**src/hw/rtl/swm_pkg.sv**
```systemverilog
// Shared constants and types of the sliding-window median unit.
`default_nettype none

package swm_pkg;

  // Default sizes handed to the top level parameters.
  localparam int DEFAULT_MAX_WINDOW   = 64;
  localparam int DEFAULT_SAMPLE_WIDTH = 32;

  // Configuration register file.
  localparam int              WS_W              = 7;
  localparam int              CFG_ADDR_W        = 3;
  localparam logic [WS_W-1:0] WINDOW_SIZE_RESET = 7'd3;
  localparam logic            REG_WINDOW_SIZE   = 1'b0;

  // Per-cycle control handed to each cell of the sorted row.
  typedef struct packed {
    logic take;        // a sample transfer happens this cycle
    logic flush;       // the current sample starts a new sequence
    logic empty;       // drop every held sample
    logic shift_self;  // the removed entry sits at or left of this cell
    logic shift_left;  // the removed entry sits at or left of the left neighbour
  } swm_cell_ctrl_t;

endpackage

`default_nettype wire

```
**src/hw/rtl/swm_cell.sv**
```systemverilog
// One cell of the sorted row: holds a sample, its age and a valid flag.
`default_nettype none

module swm_cell
  import swm_pkg::*;
#(
  parameter int SAMPLE_WIDTH = DEFAULT_SAMPLE_WIDTH,
  parameter int AGE_W        = 6
) (
  input  wire                    clk,
  input  wire                    rst,
  input  swm_cell_ctrl_t         ctrl,
  input  wire [SAMPLE_WIDTH-1:0] sample,
  input  wire [SAMPLE_WIDTH-1:0] left_value,
  input  wire [AGE_W-1:0]        left_age,
  input  wire                    left_valid,
  input  wire                    left_le,
  input  wire [SAMPLE_WIDTH-1:0] right_value,
  input  wire [AGE_W-1:0]        right_age,
  input  wire                    right_valid,
  input  wire                    right_le,
  output logic [SAMPLE_WIDTH-1:0] value_out,
  output logic [AGE_W-1:0]        age_out,
  output logic                    valid_out,
  output logic                    le_out,
  output logic [SAMPLE_WIDTH-1:0] merged
);

  logic [SAMPLE_WIDTH-1:0] value;
  logic [AGE_W-1:0]        age;
  logic                    valid;

  logic [SAMPLE_WIDTH-1:0] value_next;
  logic [AGE_W-1:0]        age_next;
  logic                    valid_next;

  logic [SAMPLE_WIDTH-1:0] s_value;
  logic [AGE_W-1:0]        s_age;
  logic                    s_valid;
  logic                    s_le;
  logic [SAMPLE_WIDTH-1:0] l_value;
  logic [AGE_W-1:0]        l_age;
  logic                    l_valid;
  logic                    l_le;

  // A restart hides the held contents for the sample that carries it.
  assign valid_out = valid & ~ctrl.flush;
  assign value_out = value;
  assign age_out   = age;
  assign le_out    = valid_out & ($signed(value) <= $signed(sample));

  // Content at this place once the new sample has been slotted in, before removal.
  assign merged = le_out ? value : (left_le ? sample : left_value);

  // Close the gap left by the removed entry, then insert the new sample.
  always_comb begin
    s_value = ctrl.shift_self ? right_value : value;
    s_age   = ctrl.shift_self ? right_age   : age;
    s_valid = ctrl.shift_self ? right_valid : valid_out;
    s_le    = ctrl.shift_self ? right_le    : le_out;
    l_value = ctrl.shift_left ? value       : left_value;
    l_age   = ctrl.shift_left ? age         : left_age;
    l_valid = ctrl.shift_left ? valid_out   : left_valid;
    l_le    = ctrl.shift_left ? le_out      : left_le;
    if (s_le) begin
      value_next = s_value;
      age_next   = AGE_W'(s_age + 1'b1);
      valid_next = s_valid;
    end else if (l_le) begin
      value_next = sample;
      age_next   = '0;
      valid_next = 1'b1;
    end else begin
      value_next = l_value;
      age_next   = AGE_W'(l_age + 1'b1);
      valid_next = l_valid;
    end
  end

  // Cell storage; only the valid flag needs a reset.
  always_ff @(posedge clk) begin
    if (rst) begin
      valid <= 1'b0;
    end else if (ctrl.empty) begin
      valid <= 1'b0;
    end else if (ctrl.take) begin
      valid <= valid_next;
    end
  end

  always_ff @(posedge clk) begin
    if (ctrl.take) begin
      value <= value_next;
      age   <= age_next;
    end
  end

endmodule

`default_nettype wire
```
**config.mk**
```make
export PLATFORM = sky130hd
export DESIGN_NAME = swm_cell
export DESIGN_NICKNAME = d
export VERILOG_FILES = /design/src/hw/rtl/swm_pkg.sv /design/src/hw/rtl/swm_cell.sv
export SDC_FILE = /design/constraint.sdc
export NUM_CORES = 1
export LEC_CHECK = 0
export ABC_AREA = 1
export BUFFER_PORTS_ARGS = -buffer_cell sky130_fd_sc_hd__buf_2
export CAP_MARGIN = 20
export CORE_MARGIN = 5
export CORE_UTILIZATION = 30
export CTS_BUF_LIST = sky130_fd_sc_hd__clkbuf_4 sky130_fd_sc_hd__clkbuf_8
export DETAILED_ROUTE_END_ITERATION = 10
export HOLD_SLACK_MARGIN = 0.06
export PLACE_DENSITY = 0.52
export SYNTH_ARGS = -nofsm -noshare
export SYNTH_HDL_FRONTEND = slang
export SYNTH_SLANG_ARGS = --single-unit
```
**constraint.sdc**
```tcl
create_clock -name clk -period 3.4 [get_ports clk]
set_input_delay 0.68 -clock clk [delete_from_list [all_inputs] [get_ports clk]]
set_output_delay 0.68 -clock clk [all_outputs]
set_load 0.02 [all_outputs]
```
==> impl_metrics.toml, run 1 <==
[synth]
synth_cell_types = 31
syn_nets = 708
synth.most_common_cell = "nand2_1"
syn_area_um2 = 3870
synth_common_cells = "150 x nand2_1, 75 x o21ai_0, 54 x inv_1"
synth_edf_count = 38
yosysSeqAreaShare = 0.300
yosysWarnings = 0
async_flop_share = 0
avgSynthCellArea_um2 = 6.98
ys_ff_latch = 39
ys.flop_type = "edfxtp_1"
netlist.area_leader.share = 0.295
synth_top_cell_by_area = "edfxtp_1"
synthTopCellsByArea = "edfxtp_1 29%, nand2_1 15%, ha_1 11%"
synthCells = 555

[cts]
hold_buffers = 0
clock_sinks = 39
clk_latency_ps = 290
cts_tree = "yes"
cts_root_buffer = "clkbuf_8"
path_clk_slew_ps = 90
cts_buffers = 5
clockBufferDepth = 2
cts_htree_levels = 2

[grt]
grt_pass1_vias = 4028
grt_max_degree = 37
grt_use_total = 0.160
grt_overflow = 0
grt_pass1_wl_um = 19600
antenna_found_initial = 0

[cells_and_area]
antenna_cells = 0
syn_to_final_growth_pct = 42.0
finish.instance_area_um2 = 5500
drive_gt1_frac = 0.364
nNetsFinal = 893
seq_area_um2 = 1160
multi_input_area_um2 = 2520
n_fill_cell = 1336
final_core_util = 0.436

[sta]
fin_crit_ps = 3290
maxSlewHeadroom = 0.629
maxSlewViolCount = 0
final-setup-viol-count = 0
rsz0062_at_grt = "yes"
tightest_slew_ps = 556
max_freq_mhz = 304
skew_ps = 11.1
min_period_over_period = 0.969
hold_viol = 0

[placement]
dpl_cell_area_um2 = 5010
gp_congestion = 0.826
dp_hpwl_um = 10100
io_buffers = 190

[pwr]
p_clk_frac = 0.200
ir_worst_vdd_v = 0.000142
swShare = 0.372
seqPwrFrac = 0.377
p_int_w = 0.00103
p_leak_nw = 2.67
power.switching_w = 0.000609
powerDensity_nw_per_um2 = 298
combPwrFrac = 0.422

[outcome]
outcome = "completed"

[critical_path]
startpoint = "sample[11]"
worstPathArrival_ps = 2610
cp-end-kind = "output pin"
reg2reg_depth = 15
required_ps = 2720
start_kind = "input port"
critPathKind = "in2out"
crit_top_cell = "nand2_1"
path_cells = "buf_2 > inv_1 > ha_4 > a21oi_1 > nand2_2 > a21oi_2 > nand2_1 > nand2_2 > nand2_1 > nand2_1 > nand3_2 > nand2_4 > clkinv_8 > clkbuf_16 > o21ai_2 > buf_6"
crit_slowest_cell = "ha_4"
r2r-end = "age_out[0]"
reg2reg_from = "value_out[10]"
slowest_delay_ps = 220
crit_end = "merged[16]"
rrSetupSlack_ps = 600
worst-path-max-fanout = 9

[floorplan]
rows = 41
boundaryPins = 191
core_um2 = 12600
die_area_um2 = 15300
start_util = 0.307
die_height_um = 124
die_w_um = 124

[detailed_routing]
detail_route.vias_per_cell = 4.91
antenna_left = 0
dr.pass1.iters = 5
vias = 4485
routed_wl_um = 14000
drt_iter0_markers = 226
drcViolationCount = 0
wire_per_inst_um = 15.4

[job]
drv_cap = 0

[worst_hold_path]
worst_hold_path_type = "reg2reg"
how the worst min path moves through the flow:
stage	slack, ps	end	cells past startpoint	start
2_1_floorplan	550	valid	3	valid
3_3_place_gp	570	valid	3	valid
3_5_place_dp	580	valid	3	valid
4_1_cts	600	valid	3	valid
5_1_grt	610	valid	3	rst
6_report	600	valid	3	valid
flip-flops by register name (all words and copies together), names as in the netlist:
register   count
value_out     32
valid          1
age_out        6
cell type report:
class / count / area share
clock buffer: 7 / 0.0152
clock inverter: 1 / 0.000910
inverter: 56 / 0.0405
multi-input combinational: 428 / 0.459
sequential: 39 / 0.211
tap: 172 / 0.0391
timing repair buffer: 210 / 0.234
power groups by stage:
stage | sequential [W] | combinational, W | clock, W
3_5_place_dp | 0.000625 | 0.000622 | 0
3_3_place_gp | 0.000625 | 0.000619 | 0
4_1_cts | 0.000615 | 0.000625 | 0.000346
6_report | 0.000618 | 0.000691 | 0.000328
2_1_floorplan | 0.000664 | 0.000344 | 0
5_1_grt | 0.000624 | 0.000763 | 0.000370
metal layers:
| layer | vias to the layer above | track usage | part of all wire |
|---|---|---|---|
| li1 | 2247 | - | - |
| met2 | 201 | 0.268 | 0.47 |
| met3 | 4 | 0.0318 | 0.080 |
| met5 | - | 0 | 0 |
| met1 | 2033 | 0.221 | 0.45 |
| met4 | 0 | 0.0187 | 0.0031 |
placed cells by master (no fill, tap or decap), types with 3 or more instances in the layout:
| cell | netlist | routed |
|---|---|---|
| inv_2 | 2 | 3 |
| buf_4 | 2 | 33 |
| o22ai_1 | 4 | 4 |
| or2_2 | 5 | 5 |
| nand2_1 | 150 | 145 |
| buf_2 | 13 | 166 |
| o21ai_0 | 75 | 45 |
| nor2_2 | 2 | 5 |
| buf_12 | 0 | 5 |
| nor2_1 | 40 | 37 |
| nand2_4 | 2 | 3 |
| nand2_2 | 3 | 7 |
| ha_4 | 0 | 9 |
| edfxtp_1 | 38 | 38 |
| nand3_1 | 41 | 40 |
| a31oi_1 | 31 | 31 |
| clkbuf_8 | 0 | 5 |
| o21ai_2 | 0 | 10 |
| mux2i_1 | 4 | 4 |
| o21ai_1 | 1 | 21 |
| xor2_1 | 8 | 8 |
| a21oi_2 | 0 | 5 |
| clkbuf_16 | 0 | 3 |
| nand4_1 | 3 | 3 |
| ha_1 | 34 | 25 |
| buf_6 | 6 | 3 |
| inv_1 | 54 | 52 |
| a21oi_1 | 16 | 11 |
repair_timing:
item                                    in CTS  in global routing
hold endpoints to repair                     0                  0
pin swaps                                    0                  7
gates resized for setup                      1                 96
gates cloned                                 0                  5
setup buffers                                0                  2
endpoints found under the setup margin       1                 31
per-stage QoR:
stage,hold WS (ps),power (W),std cells,setup WS (ps),setup TNS (ps)
after global placement,566,0.00124,898,17.5,0
after global routing,613,0.00176,913,-46.4,-645
after floorplan,547,0.00101,555,172,0
after CTS,599,0.00159,906,9.84,0
after detailed placement,582,0.00125,898,-13.9,-13.9
final,596,0.00164,913,105,0
worst max-delay path: cells and delay by family:
kind / cells / cell delay, ps
buf+inv: 5 / 620
simple gates: 7 / 560
compound gates: 3 / 510
fa+ha+maj: 1 / 220
logic make-up after synthesis:
logic type,count (synthesis),share of synthesized area
AND/OR/NAND/NOR,252,0.278
adder cells (fa/ha/maj),34,0.110
XOR/XNOR,8,0.0181
buffers and inverters,88,0.103
flip-flops,39,0.300
AO/OA/AOI/OAI,130,0.181
multiplexers,4,0.0103
Power figures use the tool's default switching activity.
==> run 2, diff against run 1 <==
ABC_AREA = not set   (was 1)
CORE_ASPECT_RATIO = 0.75   (was not set)
==> impl_metrics.toml, run 2 <==
[synth]
synth_common_cells = "69 x mux2i_1, 68 x a21oi_1, 68 x nor2_1"
synthTopCellsByArea = "edfxtp_1 30%, mux2i_1 18%, ha_1 11%"
yosysSeqAreaShare = 0.302
ys_ff_latch = 39
yosysWarnings = 0
synth_edf_count = 38
synth.most_common_cell = "mux2i_1"
avgSynthCellArea_um2 = 8.82
syn_area_um2 = 3850
synth_top_cell_by_area = "edfxtp_1"
syn_nets = 589
synthCells = 436
ys.flop_type = "edfxtp_1"
synth_cell_types = 47
async_flop_share = 0
netlist.area_leader.share = 0.297

[detailed_routing]
antenna_left = 0
drcViolationCount = 0
vias = 4206
detail_route.vias_per_cell = 5.02
dr.pass1.iters = 4
drt_iter0_markers = 165
routed_wl_um = 14600
wire_per_inst_um = 17.4

[pwr]
finalPower_w = 0.00177
powerDensity_nw_per_um2 = 270
p_leak_nw = 3.09
ir_worst_vdd_v = 0.000147

[placement]
place_ws_ps = -284
gp_congestion = 0.841
dp_hpwl_um = 10200
io_buffers = 190

[sta]
final-setup-viol-count = 32
skew_ps = 10.3
tightest_slew_ps = 604
maxSlewHeadroom = 0.597
min_period_over_period = 1.04
maxSlewViolCount = 0
worst_hold_slack_ps = 606
rsz0062_at_grt = "yes"
fin_crit_ps = 3530
fin_tns_setup_ps = -2580
max_freq_mhz = 283
fin_ws_ps = -128
hold_viol = 0

[cells_and_area]
drive_gt1_frac = 0.561
nNetsFinal = 824
antenna_cells = 0
layout_common_cells = "140 x buf_2, 69 x mux2i_1, 64 x buf_4"
n_fill_cell = 1145
multi_input_area_um2 = 3090
seq_area_um2 = 1160
largest_reg_flops = 32
final_common_cell = "buf_2"
syn_to_final_growth_pct = 70.9
final_core_util = 0.529

[grt]
grt_pass1_wl_um = 21200
grt_use_total = 0.173
grt_max_degree = 49
grt_pass1_vias = 4082
grt_overflow = 0
antenna_found_initial = 0

[cts]
clock_sinks = 39
path_clk_slew_ps = 70
clk_latency_ps = 290
cts_htree_levels = 2
clockBufferDepth = 2
hold_buffers = 0
cts_root_buffer = "clkbuf_8"
cts_tree = "yes"
cts_buffers = 5

[floorplan]
die_w_um = 141
die_height_um = 108
start_util = 0.309
boundaryPins = 191
rows = 35
core_um2 = 12400
die_area_um2 = 15200

[critical_path]
required_ps = 2720
slowest_delay_ps = 310
worstPathArrival_ps = 2850
crit_slowest_cell = "nor4_4"
r2r-end = "value_out[29]"
rrSetupSlack_ps = 240
reg2reg_depth = 12
worst-path-max-fanout = 7
reg2reg_from = "value_out[22]"
path_cells = "buf_4 > inv_2 > ha_4 > nand4_1 > nor4_4 > inv_1 > a311oi_2 > o21ai_2 > nand2_4 > buf_12 > buf_12 > nor2_4 > a21oi_4 > buf_6"
start_kind = "input port"
cp-end-kind = "output pin"
crit_top_cell = "buf_12"
critPathKind = "in2out"

[worst_hold_path]
hold_end = "valid"
hold_start = "valid"
worst_hold_path_type = "reg2reg"
holdPathStages = 2

[outcome]
violations = "negative setup slack"
outcome = "finished with violations"

[job]
drv_cap = 0
==> run 2: changes by cell type in the layout (fill, tap and decap cells not counted), moves of 26 or more <==
cell,before,now
a21oi_1,11,45
a31oi_1,31,0
buf_2,166,140
buf_4,33,64
buf_6,3,30
inv_1,52,18
mux2i_1,4,69
nand2_1,145,11
nand3_1,40,8
o21ai_0,45,5
==> run 2: logic make-up after synthesis <==
| logic type | after synthesis | share of synthesized area |
|---|---|---|
| DFF | 39 | 0.302 |
| muxes | 75 | 0.197 |
| AOI/OAI and AO/OA | 111 | 0.180 |
| xor gates and xnor gates | 8 | 0.0182 |
| and+or+nand+nor | 108 | 0.125 |
| buffers and inverters | 61 | 0.0676 |
| adders and majority gates | 34 | 0.111 |
==> run 2: how the worst max path moves through the flow <==
stage,startpoint,to,cells after the start
6_report,sample[20],merged[1],14
5_1_grt,value_out[23],merged[14],12
4_1_cts,sample[15],merged[28],14
3_5_place_dp,sample[14],merged[28],13
3_3_place_gp,sample[14],merged[28],13
2_1_floorplan,sample[30],merged[10],12
==> run 2: layer usage <==
metal  global-route usage  up-vias  routed length (µm)
li1                     -     2052                   -
met2                0.296      162                7140
met4               0.0297        0                 175
met5                    0        -                   0
met1                0.228     1978                6300
met3               0.0385       14                1000
==> run 2: critical path: cells and delay by family <==
family                     cells  cell delay, ps
AOI/OAI and AO/OA              3             550
adders and majority gates      1             240
buffers and inverters          6             680
and+or+nand+nor                4             700
==> run 2: final cells by class <==
cell class / count / area share
well taps: 166 / 0.0316
repair buffers: 251 / 0.286
inverters: 38 / 0.0232
flip-flops and latches: 39 / 0.177
multi-input cells: 336 / 0.470
clock inverters: 3 / 0.00228
clock buffers: 5 / 0.0105
==> run 2: power by group <==
| group | switching (W) | leakage, nW | internal (W) | total, W |
|---|---|---|---|---|
| sequential | 0.0000434 | 0.370 | 0.000581 | 0.000624 |
| combinational | 0.000429 | 2.68 | 0.000405 | 0.000834 |
| clock | 0.000176 | 0.0392 | 0.000140 | 0.000316 |
==> run 2: stage by stage <==
step,area [µm²],std cells
final,6580,838
after global routing,6580,838
after CTS,6050,818
after detailed placement,5170,792
after global placement,5170,792
after floorplan,3850,436
==> run 2: what timing repair did <==
item	CTS	global route
resized for setup	127	81
cloned	3	3
setup endpoints to repair	33	33
setup buffers	15	18
pin swaps	26	20
==> run 3, diff against run 2 <==
CORE_ASPECT_RATIO = 0.5   (was 0.75)
==> impl_metrics.toml, run 3 (synthesis results as in run 2) <==
[pwr]
swShare = 0.346
finalPower_w = 0.00177
p_int_w = 0.00116
seqPwrFrac = 0.349
p_leak_nw = 2.98
combPwrFrac = 0.425
p_clk_frac = 0.226
powerDensity_nw_per_um2 = 294
ir_worst_vdd_v = 0.000143
power.switching_w = 0.000611

[sta]
skew_ps = 5.22
rsz0062_at_grt = "yes"
min_period_over_period = 1.02
max_freq_mhz = 287
tightest_slew_ps = 594
fin_crit_ps = 3480
maxSlewHeadroom = 0.604
final-setup-viol-count = 32
fin_ws_ps = -80.5
maxSlewViolCount = 0
hold_viol = 0

[detailed_routing]
drt_iter0_markers = 188
antenna_left = 0
wire_per_inst_um = 15.8
dr.pass1.iters = 4
drcViolationCount = 0
detail_route.vias_per_cell = 4.84
routed_wl_um = 13200
vias = 4024

[floorplan]
die_height_um = 90.1
core_um2 = 12600
die_area_um2 = 15300
start_util = 0.305
rows = 29
boundaryPins = 191
die_w_um = 170

[critical_path]
r2r-end = "value_out[15]"
reg2reg_from = "value_out[6]"
required_ps = 2720
reg2reg_depth = 14
critPathKind = "in2out"
start_kind = "input port"
cp-end-kind = "output pin"
worstPathArrival_ps = 2800
worst-path-max-fanout = 24
rrSetupSlack_ps = 180

[worst_hold_path]
holdPathStages = 2
hold_end = "valid"
hold_start = "valid"
worst_hold_path_type = "reg2reg"

[cells_and_area]
multi_input_area_um2 = 2760
finish.instance_area_um2 = 6020
largest_reg_flops = 32
seq_area_um2 = 1160
drive_gt1_frac = 0.495
final_common_cell = "buf_2"
nNetsFinal = 813
syn_to_final_growth_pct = 56.4
layout_common_cells = "150 x buf_2, 69 x mux2i_1, 64 x buf_4"
n_fill_cell = 1285

[cts]
cts_root_buffer = "clkbuf_8"
path_clk_slew_ps = 90
cts_htree_levels = 2
clock_sinks = 39
clockBufferDepth = 2
clk_latency_ps = 300
cts_tree = "yes"
cts_buffers = 5
hold_buffers = 0

[grt]
antenna_found_initial = 1
grt_pass1_vias = 4010
grt_use_total = 0.157
grt_pass1_wl_um = 20000
grt_max_degree = 33
grt_overflow = 0

[outcome]
violations = "negative setup slack"
outcome = "finished with violations"

[placement]
dpl_cell_area_um2 = 5250
dp_hpwl_um = 9940
io_buffers = 190
gp_congestion = 0.821

[job]
drv_cap = 0
==> run 3: stage by stage <==
step	hold WS [ps]	utilization	setup slack (ps)	setup TNS, ps	cells
after CTS	615	0.450	-77.1	-1390	819
after detailed placement	595	0.416	-191	-7010	804
after global routing	641	0.477	-261	-7070	832
final	620	0.477	-80.5	-1560	832
after floorplan	554	-	-32.2	-943	436
after global placement	573	0.416	-120	-2060	804
==> run 3: metal layers <==
metal	vias up	track usage	wire length, µm
li1	2030	-	-
met4	0	0.0319	149
met2	90	0.274	6510
met3	13	0.0267	567
met1	1891	0.205	5930
met5	-	0	0
==> run 3: critical path: stages <==
cell	delay, ps
buf_2	100
inv_1	40
ha_1	310
nand4_1	180
nor4_4	330
inv_1	80
a311oi_2	250
o21ai_2	120
nand2_4	190
buf_12	180
nor2_1	50
a21oi_1	130
buf_4	160
==> run 3: cell type report <==
| cell class | count | area share |
|---|---|---|
| timing repair buffer | 240 | 0.271 |
| sequential | 39 | 0.193 |
| tap | 170 | 0.0354 |
| multi-input combinational | 336 | 0.459 |
| clock buffer | 5 | 0.0114 |
| inverter | 38 | 0.0237 |
| antenna | 1 | 0.000416 |
| clock inverter | 3 | 0.00645 |
==> run 3: repair_timing <==
item	CTS	global route
endpoints found under the setup margin	33	33
setup buffers	6	10
gates cloned	1	2
pin swaps	10	6
resized for setup	63	55
endpoints found under the hold margin	0	0
==> run 3: power by group through the flow <==
| stage | registers (W) | logic, W | clock network [W] |
|---|---|---|---|
| global route | 0.000623 | 0.000819 | 0.000436 |
| detailed placement | 0.000625 | 0.000646 | 0 |
| CTS | 0.000616 | 0.000705 | 0.000416 |
| global placement | 0.000624 | 0.000643 | 0 |
| floorplan | 0.000661 | 0.000343 | 0 |
| finish | 0.000617 | 0.000750 | 0.000399 |
==> run 3: worst max-delay path by stage <==
stage / from / endpoint
global route: value_out[14] / merged[24]
CTS: value_out[8] / merged[5]
finish: sample[18] / merged[23]
global placement: sample[29] / merged[27]
detailed placement: sample[11] / merged[27]
floorplan: sample[30] / merged[10]
